[src/hdl/sds_pkg.sv]
`timescale 1ns / 1ps
// ----------------------------------------------------------------------------
// sds_pkg: shared definitions for the saturating duration scaler
// Request codes, limits, pipeline payload types and the divider step.
// ----------------------------------------------------------------------------
package sds_pkg;

  localparam int FRACT_BITS_DEF = 16;
  localparam int DIV_STAGES     = 16;
  localparam int STEP_BITS      = 4;

  localparam logic [1:0] REQ_SCALE = 2'd0;
  localparam logic [1:0] REQ_MUL   = 2'd1;
  localparam logic [1:0] REQ_DIV   = 2'd2;

  localparam logic [63:0] POS_MAX = 64'h7fff_ffff_ffff_ffff;
  localparam logic [63:0] NEG_MIN = 64'h8000_0000_0000_0000;

  typedef struct packed {
    logic [95:0] num;
    logic [31:0] divisor;
    logic        neg;
    logic        dz;
    logic        nul;
  } num_t;

  typedef struct packed {
    logic [31:0] rem;
    logic [63:0] quo;
    logic [31:0] divisor;
    logic        neg;
    logic        dz;
    logic        nul;
    logic        ovf;
  } quo_t;

  // Restoring division, STEP_BITS quotient bits per call.
  function automatic quo_t div_step(quo_t s);
    quo_t        r;
    logic [32:0] t;
    r = s;
    for (int i = 0; i < STEP_BITS; i++) begin
      t     = {r.rem, r.quo[63]};
      r.quo = {r.quo[62:0], 1'b0};
      if (t >= {1'b0, r.divisor}) begin
        t        = t - {1'b0, r.divisor};
        r.quo[0] = 1'b1;
      end
      r.rem = t[31:0];
    end
    return r;
  endfunction

endpackage

[src/hdl/sds_back.sv]
`timescale 1ns / 1ps
// ----------------------------------------------------------------------------
// sds_back: sign and saturation
// Applies the sign, clamps to the signed 64-bit limits, holds the result.
// ----------------------------------------------------------------------------
module sds_back (
  input  logic          clk,
  input  logic          rst_n,
  input  logic          in_valid,
  output logic          in_ready,
  input  sds_pkg::quo_t in_data,
  output logic          out_valid,
  input  logic          out_ready,
  output logic [63:0]   result,
  output logic          saturated,
  output logic          divide_by_zero
);

  logic        vld_r;
  logic [63:0] res_r, res_nxt;
  logic        sat_r, sat_nxt;
  logic        dz_r, dz_nxt;

  assign in_ready = !vld_r || out_ready;

  always_comb begin
    res_nxt = '0;
    sat_nxt = 1'b0;
    dz_nxt  = 1'b0;
    if (in_data.nul) begin
      res_nxt = '0;
    end else if (in_data.dz) begin
      res_nxt = sds_pkg::POS_MAX;
      dz_nxt  = 1'b1;
    end else if (!in_data.neg) begin
      if (in_data.ovf || in_data.quo[63]) begin
        res_nxt = sds_pkg::POS_MAX;
        sat_nxt = 1'b1;
      end else begin
        res_nxt = in_data.quo;
      end
    end else begin
      if (in_data.ovf || in_data.quo > sds_pkg::NEG_MIN) begin
        res_nxt = sds_pkg::NEG_MIN;
        sat_nxt = 1'b1;
      end else begin
        res_nxt = ~in_data.quo + 64'd1;
      end
    end
  end

  always_ff @(posedge clk) begin
    if (!rst_n) begin
      vld_r <= 1'b0;
    end else if (in_ready) begin
      vld_r <= in_valid;
    end
  end

  always_ff @(posedge clk) begin
    if (in_ready) begin
      res_r <= res_nxt;
      sat_r <= sat_nxt;
      dz_r  <= dz_nxt;
    end
  end

  assign out_valid      = vld_r;
  assign result         = res_r;
  assign saturated      = sat_r;
  assign divide_by_zero = dz_r;

endmodule

[config.mk]
export PLATFORM = sky130hd
export DESIGN_NAME = sds_back
export DESIGN_NICKNAME = d
export VERILOG_FILES = /design/src/hdl/sds_pkg.sv /design/src/hdl/sds_back.sv
export SDC_FILE = /design/constraint.sdc
export NUM_CORES = 1
export LEC_CHECK = 0
export ABC_CLOCK_PERIOD_IN_PS = 7000
export BUFFER_PORTS_ARGS = -buffer_cell sky130_fd_sc_hd__buf_4
export CELL_PAD_IN_SITES_DETAIL_PLACEMENT = 1
export CELL_PAD_IN_SITES_GLOBAL_PLACEMENT = 1
export CORE_AREA = 2 2 115 117
export DETAILED_ROUTE_END_ITERATION = 7
export DIE_AREA = 0 0 117 119
export PLACE_DENSITY_LB_ADDON = 0.2
export SLEW_MARGIN = 25
export SYNTH_ARGS = -nofsm -noshare
export SYNTH_HDL_FRONTEND = slang
export SYNTH_SLANG_ARGS = --single-unit
[constraint.sdc]
create_clock -name clk -period 7 [get_ports clk]
set_clock_uncertainty 0.2 [all_clocks]
set_input_delay 1.4 -clock clk [delete_from_list [all_inputs] [get_ports clk]]
set_output_delay 1.4 -clock clk [all_outputs]
set_load 0.05 [all_outputs]
== After elaboration in Yosys (flattened, before gate mapping) ==
Index checks and enable logic that the tools add are counted.
Operators by class
  $add $sub $neg: 1
  magnitude comparators: 1
  mux-type cells: 8
  bitwise operators: 1
  reduce and logical (&&, ||, !) cells: 5
Operators by type and width (count)
  2-to-1 mux 64 bit: 3
  adder 64 x 1 -> 64 bit, second input constant: 1
  greater-than comparator 64 bit, second input constant: 1
  NOT 64 bit: 1
  2-to-1 mux 63 bit: 1
  2-to-1 mux 1 bit: 4
  logical OR 1 bit: 3
  OR reduction 2 bit: 1
  logical NOT 1 bit: 1
Word-level totals
  bits in registers: 67
  bits of input ports: 136
  output and inout bits: 68
  logic and storage cells: 21

== Depth between registers and ports, before layout ==
  word-level depth: 5
  gate-level depth with buffers: 10
  depth with buffers taken out: 8

== Worst setup path after synthesis ==
No wires, ideal clock.
  path kind: input -> output
  from: in out_ready
  to: out in_ready
  arrival time: 3.381 ns
  required time: 5.400 ns
  slack: 2.019 ns
  stages: 1
  path buffers: 0
  cell sequence: nand2b_1
Between the ends
  longest elaborated chain between the ends: 1
Ends and longest elaborated chain
  from (decl): RTL line sds_back.sv:13  | input logic out_ready,
  logical OR 1 bit: RTL line sds_back.sv:24  | assign in_ready = !vld_r || out_ready;
  to (decl): RTL line sds_back.sv:10  | output logic in_ready,
Every way passes these cells.

== Final worst setup path ==
  from: in in_data[38] in the netlist's numbering
  to: reg res_r[41] (netlist: result[41]), data pin
Between the ends
  longest elaborated chain between the ends: 5
  elaborated cells between the ends (all ways): 7
  classes of those cells: add/sub: 1; order compare: 1; mux: 3; bitwise: 1; reduce/logical: 1
Ends and longest elaborated chain
  from (decl): RTL line sds_back.sv:11  | input sds_pkg::quo_t in_data,
  NOT 64 bit or greater-than comparator 64 bit (tied branches): RTL line sds_back.sv:47, sds_back.sv:43
  adder 64 x 1 -> 64 bit or logical OR 1 bit (tied branches): RTL line sds_back.sv:47, sds_back.sv:43
  2-to-1 mux 64 bit (*): RTL line sds_back.sv:43  | if (in_data.ovf || in_data.quo > sds_pkg::NEG_MIN) begin
  2-to-1 mux 64 bit (*): RTL line sds_back.sv:35  | end else if (!in_data.neg) begin
  2-to-1 mux 63 bit (*): RTL line sds_back.sv:32  | end else if (in_data.dz) begin
  to (signal assigned): RTL line sds_back.sv:62  | res_r <= res_nxt;
  to (decl): RTL line sds_back.sv:20  | logic [63:0] res_r, res_nxt;
Every way passes the cells marked *; elsewhere a longest branch is shown, timed or not.
A chain may end at the register's enable or synchronous reset.

==> results.cfg <==
[logic_synthesis]
synth-seq-cells = 67
synth_top_flop_cell = edfxtp_1
ys_warn_count = 0
synthArstFlopShare_pct = 0
netlist_area_mm2 = 0.00475
postSynthNetCount = 653
yosysUniqueCellTypes = 63
seq_area_frac_synth_pct = 42.1
synth-edff-count = 66
synthCells = 516
syn_avg_cell_area_um2 = 9.21

[power_and_ir_drop]
power.internal_mw = 0.835
p_switching_mw = 0.446
switching_share_pct = 34.8
leakage_nw = 2.30
p_seq_share_pct = 39.1
ir_drop_mv = 0.0997
power_frac_clock_pct = 31.2
power_per_cell_area_mw_per_mm2 = 207
p_comb_share_pct = 29.7

[timing]
report.final.slew_viol_count = 0
tightest_slew_ns = 1.03
min_period_ns = 4.62
fmax_ghz = 0.216
setup_viol_count_final = 0
rsz0062_at_grt = false
hold_viol = 0
slew-limit-headroom_pct = 31.0
fin_setup_tns_ns = 0
finalCritPeriodShare_pct = 66.0

[worst_hold_path]
hold_class = reg -> reg
hold_path_depth = 2

[layout]
final_common_cell = buf_4
area_growth_pct = 30.1
mostFrequentLayoutCells = buf_4 (145), edfxtp_1 (66), nor3_1 (34)
drive_gt1_share_pct = 28.5
num_antenna_cells = 0
fillers = 1526
fin_util_pct = 48.0
fin_nets = 774

[cts]
cts-htree-levels = 3
clockRootBuffer = clkbuf_16
clk_pin_slew_ns = 0.05
tritoncts = yes
insertion_delay_ns = 0.34
clock_path_buffers = 2
hold_buffers = 0
cts-resized-gates = 0
cts.sinks = 67
cts_setup_buffers = 0
cts_buffers = 9

[setup_path]
cp-startpoint = in_data[38]
cp.arrival_ns = 4.51
endpoint = result[41]$_SDFFCE_PP0P_
rrSetupSlack_ns = 5.16
worstReg2RegStart = out_valid$_SDFFE_PN0P_
cp-start-kind = input port
cp_data_required_time_ns = 6.89
worstSetupPathType = in -> reg
rr_worst_depth = 3
crit_path_end_kind = register
critical_path.max_fanout = 20
r2r_end = result[10]$_SDFFCE_PP0P_

[detailed_routing]
viasPerCell = 6.20
drtAntennaViolNets = 0
routed-via-count = 5068
wl_per_cell_um = 22.2
wl_um = 18200
first_iter_violations = 345
dr.pass1.iters = 7
remaining_drc_errors = 0

[floorplan]
die_h_um = 119
num_rows = 42
core_area_mm2 = 0.0129
die_w_um = 117
io_pins = 204
dieArea_mm2 = 0.0139
start_util_pct = 36.9

[grt]
grt_pass1_wl_um = 27700
grt_pass1_vias = 5101
grt-ovfl-total = 0
grt_antenna_before_repair = 0
grt_max_degree = 66
track_usage_pct = 26.2

[status]
status = finished clean

[placement]
place_hpwl_um = 12500
io_buffers = 139
gp_congestion = 0.875

[job]
maxCapViolCount = 0
-- area by class of cell --
type	count	area, um2	share of cell area (%)
multi-input cells	393	2550	41.2
flip-flops and latches	67	2000	32.4
repair buffers	145	1090	17.6
clock buffers	10	229	3.70
well taps	176	220	3.56
inverters	21	78.8	1.27
clock inverters	5	21.3	0.344
-- Yosys cell counts (14+ instances only) --
cell	instances	area share [%]
a21oi_1	14	1.5
a31oi_1	26	3.4
clkbuf_1	28	2.2
edfxtp_1	66	42
inv_1	20	1.6
nand2_1	33	2.6
nand3_1	14	1.5
nor2_1	27	2.1
nor3_1	34	3.6
nor4_1	28	3.7
o21ai_0	29	3.1
or3_1	26	3.4
-- worst min-delay path by stage --
stage / startpoint / end / slack, ns
floorplan: in_valid / out_valid$_SDFFE_PN0P_ / 1.34
global placement: out_valid$_SDFFE_PN0P_ / result[14]$_SDFFCE_PP0P_ / 0.65
detailed placement: out_valid$_SDFFE_PN0P_ / result[14]$_SDFFCE_PP0P_ / 0.68
CTS: out_valid$_SDFFE_PN0P_ / result[19]$_SDFFCE_PP0P_ / 0.69
global route: out_valid$_SDFFE_PN0P_ / result[14]$_SDFFCE_PP0P_ / 0.72
finish: out_valid$_SDFFE_PN0P_ / result[14]$_SDFFCE_PP0P_ / 0.67
-- worst max-delay path: stages --
cell and delay [ns]:
buf_4 0.13, nor3_1 0.61, nand3_1 0.48, or3_1 0.82
or4_1 0.61, nor3b_1 0.16, a211o_1 0.28
-- metal layers --
metal	wire, um	track usage (%)	vias to the layer above	part of all wire [%]
met3	1370	4.83	33	7.6
met5	0	0	-	0
met2	8620	41.8	217	47
li1	-	-	2317	-
met1	7710	34.9	2501	42
met4	452	10.0	0	2.5
-- per-stage QoR --
| stage | power [mW] | setup WS [ns] | hold WS, ns | instance area, um2 | instances |
|---|---|---|---|---|---|
| 2_1_floorplan | 0.740 | 2.02 | 1.34 | 4750 | 516 |
| 3_3_place_gp | 0.878 | 2.25 | 0.653 | 5920 | 802 |
| 3_5_place_dp | 0.886 | 2.14 | 0.677 | 5920 | 802 |
| 4_1_cts | 1.28 | 2.46 | 0.688 | 6170 | 817 |
| 5_1_grt | 1.32 | 2.33 | 0.725 | 6190 | 817 |
| 6_report | 1.28 | 2.38 | 0.665 | 6190 | 817 |
-- logic make-up after synthesis --
logic type	count (synthesis)	share of synthesized area [%]
AOI/OAI and AO/OA	145	21.7
xor gates and xnor gates	13	2.39
adders and majority gates	1	0.263
buffers and inverters	56	4.82
DFF	67	42.1
and+or+nand+nor	234	28.7
-- sequential cells by signal, summed over array words and instances (netlist names) --
signal,cells
result,64
divide_by_zero,1
saturated,1
out_valid,1
-- power by group through the flow --
stage               registers [mW]  logic [mW]  clock network [mW]
floorplan                    0.650      0.0900                   0
global placement             0.507       0.371                   0
detailed placement           0.509       0.377                   0
CTS                          0.502       0.379               0.402
global route                 0.504       0.399               0.418
finish                       0.501       0.381               0.399
Note: power is estimated with default switching activity, not from simulation.
